==> config.mk <==
export PLATFORM = sky130hd
export DESIGN_NAME = tiled_texture_stream_decode_unit_flat
export DESIGN_NICKNAME = d
export VERILOG_FILES = /design/src/ttsd_pkg.sv /design/src/ttsd_if.sv /design/src/ttsd_detile.sv /design/src/tiled_texture_stream_decode_unit.sv /design/src/flat_wrapper.sv
export SDC_FILE = /design/constraint.sdc
export NUM_CORES = 1
export LEC_CHECK = 0
export BUFFER_PORTS_ARGS = -buffer_cell sky130_fd_sc_hd__buf_4
export CAP_MARGIN = 20
export CORE_MARGIN = 2
export CORE_UTILIZATION = 40
export DETAILED_ROUTE_END_ITERATION = 12
export PLACE_DENSITY = 0.63
export SYNTH_ARGS = -nofsm -noshare
export SYNTH_HDL_FRONTEND = slang
export SYNTH_SLANG_ARGS = --single-unit
==> constraint.sdc <==
create_clock -name i_clk -period 5.4 [get_ports i_clk]
set_input_delay 0.81 -clock i_clk [delete_from_list [all_inputs] [get_ports i_clk]]
set_output_delay 0.81 -clock i_clk [all_outputs]
set_load 0.01 [all_outputs]
==> src/ttsd_pkg.sv <==
`default_nettype none
package ttsd_pkg;

    // File format constants
    localparam logic [31:0] MAGIC        = 32'h5453_4433;
    localparam logic [31:0] VERSION      = 32'd3;
    localparam logic [31:0] IMG_WIDTH    = 32'd64;
    localparam logic [31:0] HEIGHT_SMALL = 32'd32;
    localparam int          HEADER_WORDS = 8;

    // Field widths
    localparam int WORD_W   = 32;
    localparam int COUNT_W  = 13;
    localparam int HEIGHT_W = 7;
    localparam int INDEX_W  = 12;
    localparam int STATUS_W = 3;

    localparam logic [COUNT_W-1:0] COUNT_MAX = '1;

    // Header word positions
    localparam logic [COUNT_W-1:0] POS_MAGIC   = COUNT_W'(0);
    localparam logic [COUNT_W-1:0] POS_VERSION = COUNT_W'(1);
    localparam logic [COUNT_W-1:0] POS_WIDTH   = COUNT_W'(3);
    localparam logic [COUNT_W-1:0] POS_HEIGHT  = COUNT_W'(4);
    localparam logic [COUNT_W-1:0] POS_PIXELS  = COUNT_W'(HEADER_WORDS);

    typedef enum logic [STATUS_W-1:0] {
        ST_OK         = 3'd0,
        ST_BAD_MAGIC  = 3'd1,
        ST_BAD_VER    = 3'd2,
        ST_BAD_SIZE   = 3'd3,
        ST_BAD_LENGTH = 3'd4
    } t_status;

    typedef struct packed {
        logic                pixel_valid;
        logic [INDEX_W-1:0]  pixel_index;
        logic [WORD_W-1:0]   pixel_rgba;
        logic                done_res;
        t_status             status;
    } t_result;

    // Reverse byte order so red lands in bits 7:0
    function automatic logic [WORD_W-1:0] byte_swap(input logic [WORD_W-1:0] w);
        byte_swap = {w[7:0], w[15:8], w[23:16], w[31:24]};
    endfunction

endpackage
`default_nettype wire

==> src/ttsd_if.sv <==
`default_nettype none
// Input channel: one file word per beat
interface ttsd_in_if;
    logic                        valid;
    logic                        ready;
    logic [ttsd_pkg::WORD_W-1:0] file_word;
    logic                        last;

    modport source (output valid, output file_word, output last, input ready);
    modport sink   (input valid, input file_word, input last, output ready);
endinterface

// Output channel: one result per input beat
interface ttsd_out_if;
    logic                          valid;
    logic                          ready;
    logic                          pixel_valid;
    logic [ttsd_pkg::INDEX_W-1:0]  pixel_index;
    logic [ttsd_pkg::WORD_W-1:0]   pixel_rgba;
    logic                          done_res;
    logic [ttsd_pkg::STATUS_W-1:0] status;

    modport source (output valid, output pixel_valid, output pixel_index,
                    output pixel_rgba, output done_res, output status, input ready);
    modport sink   (input valid, input pixel_valid, input pixel_index,
                    input pixel_rgba, input done_res, input status, output ready);
endinterface
`default_nettype wire

==> src/ttsd_detile.sv <==
`default_nettype none
// Maps a tiled pixel number to its linear destination index:
// undoes the 8x8 Morton interleave and flips the rows.
module ttsd_detile (
    input  wire logic [ttsd_pkg::INDEX_W-1:0]  i_pixel_num,
    input  wire logic [ttsd_pkg::HEIGHT_W-1:0] i_height,
    output logic      [ttsd_pkg::INDEX_W-1:0]  o_index
);
    logic [2:0] xl;
    logic [2:0] yl;
    logic [5:0] x;
    logic [5:0] gy;
    logic [5:0] y;

    // De-interleave within the tile, then place the tile
    always_comb begin
        xl = {i_pixel_num[4], i_pixel_num[2], i_pixel_num[0]};
        yl = {i_pixel_num[5], i_pixel_num[3], i_pixel_num[1]};
        x  = {i_pixel_num[8:6], xl};
        gy = {i_pixel_num[11:9], yl};
        // row flip, modulo 64
        y  = i_height[5:0] - 6'd1 - gy;
        o_index = {y, x};
    end
endmodule
`default_nettype wire

==> src/tiled_texture_stream_decode_unit.sv <==
`default_nettype none
// Tiled texture stream decoder. Takes a texture file one 32-bit little-endian word
// per beat, checks the eight-word header (magic, version 3, width 64, height 32 or
// 64) and turns every following word into one result carrying the linear pixel
// index (row * 64 + column) and the byte-reversed pixel. Every input beat gives
// exactly one result beat, in the next cycle; a new word is taken every cycle, the
// only limit being the single result register, which frees as the consumer takes
// it. Errors are sticky and stop further pixels; status on the result for the word
// marked last reports a wrong total length, and the pixel on that word is still
// given, so the consumer drops the image whenever the final status is non-zero.
// Counter, height and error return to zero after the last word.
module tiled_texture_stream_decode_unit (
    input  wire logic   i_clk,
    input  wire logic   i_rst_n,
    ttsd_in_if.sink     i_in,
    ttsd_out_if.source  o_out
);
    localparam int CW = ttsd_pkg::COUNT_W;
    localparam int HW = ttsd_pkg::HEIGHT_W;

    logic [CW-1:0]       r_word_count, n_word_count;
    logic [HW-1:0]       r_height, n_height;
    ttsd_pkg::t_status   r_err, n_err;
    logic                r_out_valid;
    ttsd_pkg::t_result   r_res, n_res;

    logic                accept;
    ttsd_pkg::t_status   hdr_code;
    ttsd_pkg::t_status   err_mid;
    logic [CW-1:0]       pix_num;
    logic [CW-1:0]       pix_limit;
    logic [CW-1:0]       count_inc;
    logic                is_pixel;
    logic [ttsd_pkg::INDEX_W-1:0] det_index;

    // Handshake: result register frees when it is empty or being taken
    assign i_in.ready = !r_out_valid || o_out.ready;
    assign accept     = i_in.valid && i_in.ready;

    ttsd_detile u_detile (
        .i_pixel_num (pix_num[ttsd_pkg::INDEX_W-1:0]),
        .i_height    (r_height),
        .o_index     (det_index)
    );

    // Per-word decode
    always_comb begin
        hdr_code = ttsd_pkg::ST_OK;
        n_height = r_height;
        priority if (r_word_count == ttsd_pkg::POS_MAGIC) begin
            if (i_in.file_word != ttsd_pkg::MAGIC) hdr_code = ttsd_pkg::ST_BAD_MAGIC;
        end else if (r_word_count == ttsd_pkg::POS_VERSION) begin
            if (i_in.file_word != ttsd_pkg::VERSION) hdr_code = ttsd_pkg::ST_BAD_VER;
        end else if (r_word_count == ttsd_pkg::POS_WIDTH) begin
            if (i_in.file_word != ttsd_pkg::IMG_WIDTH) hdr_code = ttsd_pkg::ST_BAD_SIZE;
        end else if (r_word_count == ttsd_pkg::POS_HEIGHT) begin
            if (i_in.file_word == ttsd_pkg::HEIGHT_SMALL ||
                i_in.file_word == ttsd_pkg::IMG_WIDTH) begin
                n_height = i_in.file_word[HW-1:0];
            end else begin
                hdr_code = ttsd_pkg::ST_BAD_SIZE;
            end
        end else begin
            hdr_code = ttsd_pkg::ST_OK;
        end

        // pixel number and limit 64 * height
        pix_num   = r_word_count - ttsd_pkg::POS_PIXELS;
        pix_limit = {r_height, 6'd0};
        is_pixel  = (r_word_count >= ttsd_pkg::POS_PIXELS) &&
                    (r_err == ttsd_pkg::ST_OK) && (pix_num < pix_limit);

        // saturating word counter
        count_inc = (r_word_count < ttsd_pkg::COUNT_MAX) ? r_word_count + 1'b1
                                                          : r_word_count;

        // first error wins
        err_mid = (r_err != ttsd_pkg::ST_OK) ? r_err : hdr_code;
        n_err   = err_mid;
        if (i_in.last && err_mid == ttsd_pkg::ST_OK &&
            count_inc != ttsd_pkg::POS_PIXELS + {n_height, 6'd0}) begin
            n_err = ttsd_pkg::ST_BAD_LENGTH;
        end

        n_res.pixel_valid = is_pixel;
        n_res.pixel_index = is_pixel ? det_index : '0;
        n_res.pixel_rgba  = is_pixel ? ttsd_pkg::byte_swap(i_in.file_word) : '0;
        n_res.done_res    = i_in.last;
        n_res.status      = n_err;

        n_word_count = count_inc;
    end

    // File state
    always_ff @(posedge i_clk) begin
        if (!i_rst_n) begin
            r_word_count <= '0;
            r_height     <= '0;
            r_err        <= ttsd_pkg::ST_OK;
        end else if (accept) begin
            if (i_in.last) begin
                r_word_count <= '0;
                r_height     <= '0;
                r_err        <= ttsd_pkg::ST_OK;
            end else begin
                r_word_count <= n_word_count;
                r_height     <= n_height;
                r_err        <= n_err;
            end
        end
    end

    // Result register
    always_ff @(posedge i_clk) begin
        if (!i_rst_n) begin
            r_out_valid <= 1'b0;
        end else if (accept) begin
            r_out_valid <= 1'b1;
        end else if (o_out.ready) begin
            r_out_valid <= 1'b0;
        end
    end

    always_ff @(posedge i_clk) begin
        if (accept) begin
            r_res <= n_res;
        end
    end

    assign o_out.valid       = r_out_valid;
    assign o_out.pixel_valid = r_res.pixel_valid;
    assign o_out.pixel_index = r_res.pixel_index;
    assign o_out.pixel_rgba  = r_res.pixel_rgba;
    assign o_out.done_res    = r_res.done_res;
    assign o_out.status      = r_res.status;

    // A pixel only goes out with a clean status, or a length error on the last beat
    a_pixel_status: assert property (@(posedge i_clk) disable iff (!i_rst_n)
        r_out_valid && r_res.pixel_valid |->
            (r_res.status == ttsd_pkg::ST_OK) ||
            (r_res.done_res && r_res.status == ttsd_pkg::ST_BAD_LENGTH))
        else $error("pixel emitted under an error status");

    // State clears after the last beat of a file
    a_clear_on_last: assert property (@(posedge i_clk) disable iff (!i_rst_n)
        accept && i_in.last |=>
            r_word_count == '0 && r_height == '0 && r_err == ttsd_pkg::ST_OK)
        else $error("file state not cleared after last beat");

    // Errors are sticky within a file
    a_err_sticky: assert property (@(posedge i_clk) disable iff (!i_rst_n)
        accept && !i_in.last && r_err != ttsd_pkg::ST_OK |=> r_err == $past(r_err))
        else $error("sticky error changed");

    // Height is only ever unset, 32 or 64
    a_height_legal: assert property (@(posedge i_clk) disable iff (!i_rst_n)
        r_height == '0 || r_height == HW'(32) || r_height == HW'(64))
        else $error("illegal image height held");

endmodule
`default_nettype wire
==> src/flat_wrapper.sv <==
// flat-port wrapper written by rule: the top's interface ports become plain ports
module tiled_texture_stream_decode_unit_flat 
  (i_clk, i_rst_n, i_in_valid, i_in_file_word, i_in_last, i_in_ready, o_out_valid, o_out_pixel_valid, o_out_pixel_index, o_out_pixel_rgba, o_out_done_res, o_out_status, o_out_ready);
  ttsd_in_if i_in_i ();
  ttsd_out_if o_out_i ();
  input  wire logic i_clk;
  input  wire logic i_rst_n;
  input wire logic [$bits(i_in_i.valid)-1:0] i_in_valid;
  input wire logic [$bits(i_in_i.file_word)-1:0] i_in_file_word;
  input wire logic [$bits(i_in_i.last)-1:0] i_in_last;
  output wire logic [$bits(i_in_i.ready)-1:0] i_in_ready;
  output wire logic [$bits(o_out_i.valid)-1:0] o_out_valid;
  output wire logic [$bits(o_out_i.pixel_valid)-1:0] o_out_pixel_valid;
  output wire logic [$bits(o_out_i.pixel_index)-1:0] o_out_pixel_index;
  output wire logic [$bits(o_out_i.pixel_rgba)-1:0] o_out_pixel_rgba;
  output wire logic [$bits(o_out_i.done_res)-1:0] o_out_done_res;
  output wire logic [$bits(o_out_i.status)-1:0] o_out_status;
  input wire logic [$bits(o_out_i.ready)-1:0] o_out_ready;
  assign i_in_i.valid = i_in_valid;
  assign i_in_i.file_word = i_in_file_word;
  assign i_in_i.last = i_in_last;
  assign i_in_ready = i_in_i.ready;
  assign o_out_valid = o_out_i.valid;
  assign o_out_pixel_valid = o_out_i.pixel_valid;
  assign o_out_pixel_index = o_out_i.pixel_index;
  assign o_out_pixel_rgba = o_out_i.pixel_rgba;
  assign o_out_done_res = o_out_i.done_res;
  assign o_out_status = o_out_i.status;
  assign o_out_i.ready = o_out_ready;
  tiled_texture_stream_decode_unit u_core (.i_clk(i_clk), .i_rst_n(i_rst_n), .i_in(i_in_i), .o_out(o_out_i));
endmodule
# Yosys cells after proc, flatten, opt, wreduce, memory -nomap -nowiden
# Cells that the tools add are included.
# totals
wordCells,60
mem_bits_rw,0
output_inout_bits,51
romBits,0
latchBits,0
register_bits,73
memories,0
in_bits,37
# op_classes
n_shift,0
n_mux,21
reduce_logical,13
div_mod_pow,0
bitwise_logic,0
n_eq_ne,9
n_addsub,5
mul,0
order_cmp,3
# op_table
cell,n
$mux 7,6
$eq 32x6->1 const B,1
$eq 32x7->1 const B,1
$ne 32x2->1 const B,1
$ne 32x31->1 const B,1
$ne 32x7->1 const B,1
$mux 13,2
$mux 3,6
$add 13x1->13 const B,1
$add 4x13->13 const A,1
$eq 13x1->1 const B,1
$eq 13x2->1 const B,1
$eq 13x3->1 const B,1
$ge 13x4->1 const B,1
$logic_not 13->1,1
$lt 13x13->1,1
$lt 13x13->1 const B,1
$ne 13x13->1,1
$sub 13x4->13 const B,1
$mux 2,4
$logic_not 3->1,2
$sub 6x1->6 const B,1
$sub 6x6->6,1
$logic_and 1x1->1,5
5 further kinds,8

# Logic depth before layout (Yosys ltp)
# depth
ltp_word,13
depth_mapped,14
mapped_depth_nobuf,12

# By module
# Synthesis repeated with hierarchy kept, for this count alone.
# hier_totals
cells_unflattened,415
area_unflattened_um2,4206.5
# by_module_without_submodules
module,seq_area_each_um2,area_per_inst_um2,cells_per_inst,instances
tiled_texture_stream_decode_unit,1951.9,3941.3,381,1
ttsd_detile,0.0,265.3,34,1

# Worst setup path after synthesis
# Ideal clock, no wire load.
# synth_path
kind,input to register
from,input o_out_ready
to,register u_core.r_err[2]
arrival_ps,2689
slack_ps,2596
n_path_buf,0
cell_stages,5
required_time_ps,5285
setup_ps,115
cell_sequence,nand2b_1 -> nand2_1 -> inv_1 -> a21boi_0 -> and2_1
# synth_between
elab_chain_len,2
# synth_rtl
element,line,text
start: declaration,flat_wrapper.sv:18,input wire logic [$bits(o_out_i.ready)-1:0] o_out_ready;
$logic_or 1x1->1,tiled_texture_stream_decode_unit.sv:37,assign i_in.ready = !r_out_valid || o_out.ready;
$logic_and 1x1->1,tiled_texture_stream_decode_unit.sv:38,assign accept = i_in.valid && i_in.ready;
via u_core.accept,tiled_texture_stream_decode_unit.sv:27,logic accept;
end signal: assignment,tiled_texture_stream_decode_unit.sv:99,r_err <= ttsd_pkg::ST_OK;
end signal: assignment,tiled_texture_stream_decode_unit.sv:104,r_err <= ttsd_pkg::ST_OK;
end signal: assignment,tiled_texture_stream_decode_unit.sv:108,r_err <= n_err;
end: declaration,tiled_texture_stream_decode_unit.sv:23,"ttsd_pkg::t_status r_err, n_err;"
# The timed path passes the listed nets, and every way through them passes these cells.
# A chain may end at the register's enable or synchronous reset.

# Worst setup path after layout
# layout_path
from,register u_core.r_word_count[3]
to,register u_core.r_res (netlist bit u_core.o_out.pixel_index[11]) (data pin)
# layout_between
elab_chain_len,3
elab_cells_between_ends,6
classes_between,2 x add/sub; 2 x order compare; 2 x reduce/logical
# layout_rtl
element,line,text
start: declaration,tiled_texture_stream_decode_unit.sv:21,"logic [CW-1:0] r_word_count, n_word_count;"
start signal: assignment,tiled_texture_stream_decode_unit.sv:106,r_word_count <= n_word_count;
$sub 13x4->13 / $ge 13x4->1 (equally long branches),"tiled_texture_stream_decode_unit.sv:68, tiled_texture_stream_decode_unit.sv:70",
$lt 13x13->1 / $logic_and 1x1->1 (equally long branches),"tiled_texture_stream_decode_unit.sv:71, tiled_texture_stream_decode_unit.sv:70",
$logic_and 1x1->1,tiled_texture_stream_decode_unit.sv:71,(r_err == ttsd_pkg::ST_OK) && (pix_num < pix_limit);
end signal: assignment,tiled_texture_stream_decode_unit.sv:126,r_res <= n_res;
end: declaration,tiled_texture_stream_decode_unit.sv:25,"ttsd_pkg::t_result r_res, n_res;"
# Parallel ways exist; a longest one is shown, timed or not.

==> impl_metrics.json <==
{
  "status": "finished, final reports clean",
  "numPortBuffers": 87,
  "whs_ns": 0.527,
  "fill_cells": 904,
  "crit_start": "u_core.r_word_count[3]$_SDFFE_PN0P_",
  "synth_seq_cells": 73,
  "maxCapViolations": 0,
  "numCtsBuffers": 9,
  "slew_violations": 0,
  "p_per_area_mw_per_mm2": 231,
  "finClkSkew_ns": 0.0131,
  "ctsHoldBuffers": 0,
  "synth_area_sq_mm": 0.00402,
  "grt_pass1_vias": 3053,
  "cts_root_buf": "clkbuf_8",
  "core_area_sq_mm": 0.00977,
  "maxSlewHeadroom_pct": 40.3,
  "post-dp-hpwl_mm": 6.94,
  "rr_worst_depth": 11,
  "yosys_warnings": 0,
  "final.setup.tns_ns": 0,
  "post_cts_buffers": 0,
  "r2r_slack_ns": 1.86,
  "firstDrtPassIters": 5,
  "cp.required_ns": 5.61,
  "fin_ws_ns": 1.86,
  "drtAntennaViolNets": 0,
  "setup_viol": 0,
  "finalHoldViolations": 0,
  "initial_core_util_pct": 41.1,
  "r2r_end": "u_core.o_out.pixel_index[11]$_SDFFCE_PN0P_",
  "synth_top_area_share_pct": 36.6,
  "postSynthCellCount": 385,
  "seq_area_frac_synth_pct": 48.6,
  "p_leak_uw": 0.00216,
  "clkLatencyLatePin_ns": 0.35,
  "synthArstFlopShare_pct": 0,
  "die_h_um": 104,
  "hold_start": "u_core.r_err[0]$_SDFFE_PN0P_",
  "io-pin-count": 88,
  "ys_types": 53,
  "clk_pin_slew_worst_paths_ns": 0.07,
  "vias": 3223,
  "whs_path_depth": 1,
  "fp.dieArea_sq_mm": 0.0109,
  "pre_cts_slack_ns": 1.88,
  "h-tree-depth": 3,
  "cts_max_path_buffers": 2,
  "critPathKind": "reg2reg",
  "use_met1_pct": 24.0,
  "ys_top_cells_by_count": "49 x edfxtp_1, 45 x and3_1, 24 x dfxtp_1, 22 x inv_1, 19 x nand2_1",
  "min_period_ns": 3.54,
  "rows": 36,
  "crit_path_end_kind": "flip-flop",
  "gr-usage-met3_pct": 3.13,
  "antenna_found_initial": 0,
  "nNetsFinal": 514,
  "syn_avg_cell_area_sq_um": 10.4,
  "synth_area_leader_cell": "edfxtp_1",
  "critPathLaunchType": "flip-flop",
  "drc_errors": 0,
  "whs_endpoint": "u_core.r_err[0]$_SDFFE_PN0P_",
  "synth_nets": 440,
  "grt_remaining_overflow": 0,
  "fmax_ghz": 0.283,
  "busiest_layer": "met2",
  "place_congestion": 0.862,
  "synth_edf_count": 49,
  "numClockSinks": 73,
  "tightestPinTransition_ns": 0.891,
  "post-route-period-util_pct": 65.5,
  "reg2reg_from": "u_core.r_word_count[3]$_SDFFE_PN0P_",
  "postCtsResizedCells": 0,
  "grt_pass1_wl_mm": 15.6,
  "crit_arrival_ns": 3.74,
  "drtIter0Drc": 153,
  "die_w_um": 104,
  "ys_top_cells_by_area": "edfxtp_1 37%, dfxtp_1 12%, and3_1 7.0%",
  "yosysMostFrequentCell": "edfxtp_1",
  "tritoncts": "built",
  "layout-drive-gt1-share_pct": 25.2,
  "critical_path.max_fanout": 45,
  "vias_per_cell": 5.40,
  "peakVddDrop_v": 0.000115,
  "synth-main-ff-cell": "edfxtp_1",
  "syn_to_final_growth_pct": 22.9,
  "wl_mm": 9.64,
  "wl_per_cell_um": 16.2,
  "hold_path_class": "reg2reg",
  "track_usage_pct": 18.0,
  "diodes": 0,
  "rsz0062_at_grt": "false",
  "grt_max_degree": 55,
  "use_met2_pct": 29.0
}
==> routing by layer <==
layer	vias up	wire length (um)
met5	-	0
met1	1536	4400
met3	13	520
met4	0	178
met2	112	4540
li1	1562	-
==> area by class of cell <==
type / count / area (sq um) / area share, %
Timing Repair Buffer: 90 / 696 / 14.1
Clock inverter: 7 / 70.1 / 1.42
Inverter: 22 / 82.6 / 1.67
Sequential cell: 73 / 1950 / 39.5
Multi-Input combinational cell: 263 / 1850 / 37.4
Clock buffer: 9 / 124 / 2.51
Tap cell: 133 / 166 / 3.37
==> cell usage in the layout, fill, tap and decap left out, drive strengths merged, types with 14 or more instances in the layout <==
cell type	instances
nor2	14
ha	17
edfxtp	49
buf	90
inv	23
and3	50
xnor2	14
o21ai	14
dfxtp	24
nand2	19
==> through the flow <==
step           cells  util [%]  area [sq um]  total power, uW
6_report         597      50.5          4940             1140
5_1_grt          597      50.5          4940             1180
4_1_cts          595      50.1          4900             1150
3_5_place_dp     579      48.2          4710              733
3_3_place_gp     579      48.2          4710              732
2_1_floorplan    385         -          4020              670
==> worst max-delay path, stage by stage, from the launching register on <==
cell,delay (ns)
dfxtp_1,0.45
inv_1,0.23
ha_1,0.22
nor3b_1,0.35
nand2b_1,0.16
nor2_1,0.15
xor2_1,0.21
ha_1,0.32
o21a_1,0.13
o21a_2,0.21
o211ai_4,0.70
and3_1,0.28
==> where the power goes <==
part | internal [uW] | leakage (uW) | switching (uW)
clock | 213 | 0.0000994 | 208
combinational | 48.5 | 0.00137 | 52.0
sequential | 613 | 0.000688 | 7.22
==> registers in the layout (all words and copies together), names as in the netlist <==
signal / cells
u_core.o_out.done_res: 1
u_core.o_out.pixel_index: 12
u_core.o_out.pixel_rgba: 32
u_core.o_out.pixel_valid: 1
u_core.o_out.status: 3
u_core.o_out.valid: 1
u_core.r_err: 3
u_core.r_height: 7
u_core.r_word_count: 13
==> worst max-delay path by stage <==
stage	slack [ns]	endpoint
finish	1.86	u_core.o_out.pixel_index[11]$_SDFFCE_PN0P_
CTS	1.86	u_core.o_out.pixel_rgba[28]$_SDFFCE_PN0P_
floorplan	2.60	u_core.r_err[2]$_SDFFE_PN0P_
detailed placement	1.88	u_core.o_out.pixel_rgba[28]$_SDFFCE_PN0P_
global placement	2.01	u_core.o_out.pixel_index[9]$_SDFFCE_PN0P_
global route	1.52	u_core.o_out.pixel_index[7]$_SDFFCE_PN0P_
==> cell families after synthesis <==
family,share of synthesized area (%)
and+or+nand+nor,23.2
AOI/OAI and AO/OA,11.4
DFF,48.6
buffers and inverters,5.73
muxes,0.499
adders and majority gates,5.80
xor gates and xnor gates,4.80
(Power assumes the default switching activity.)
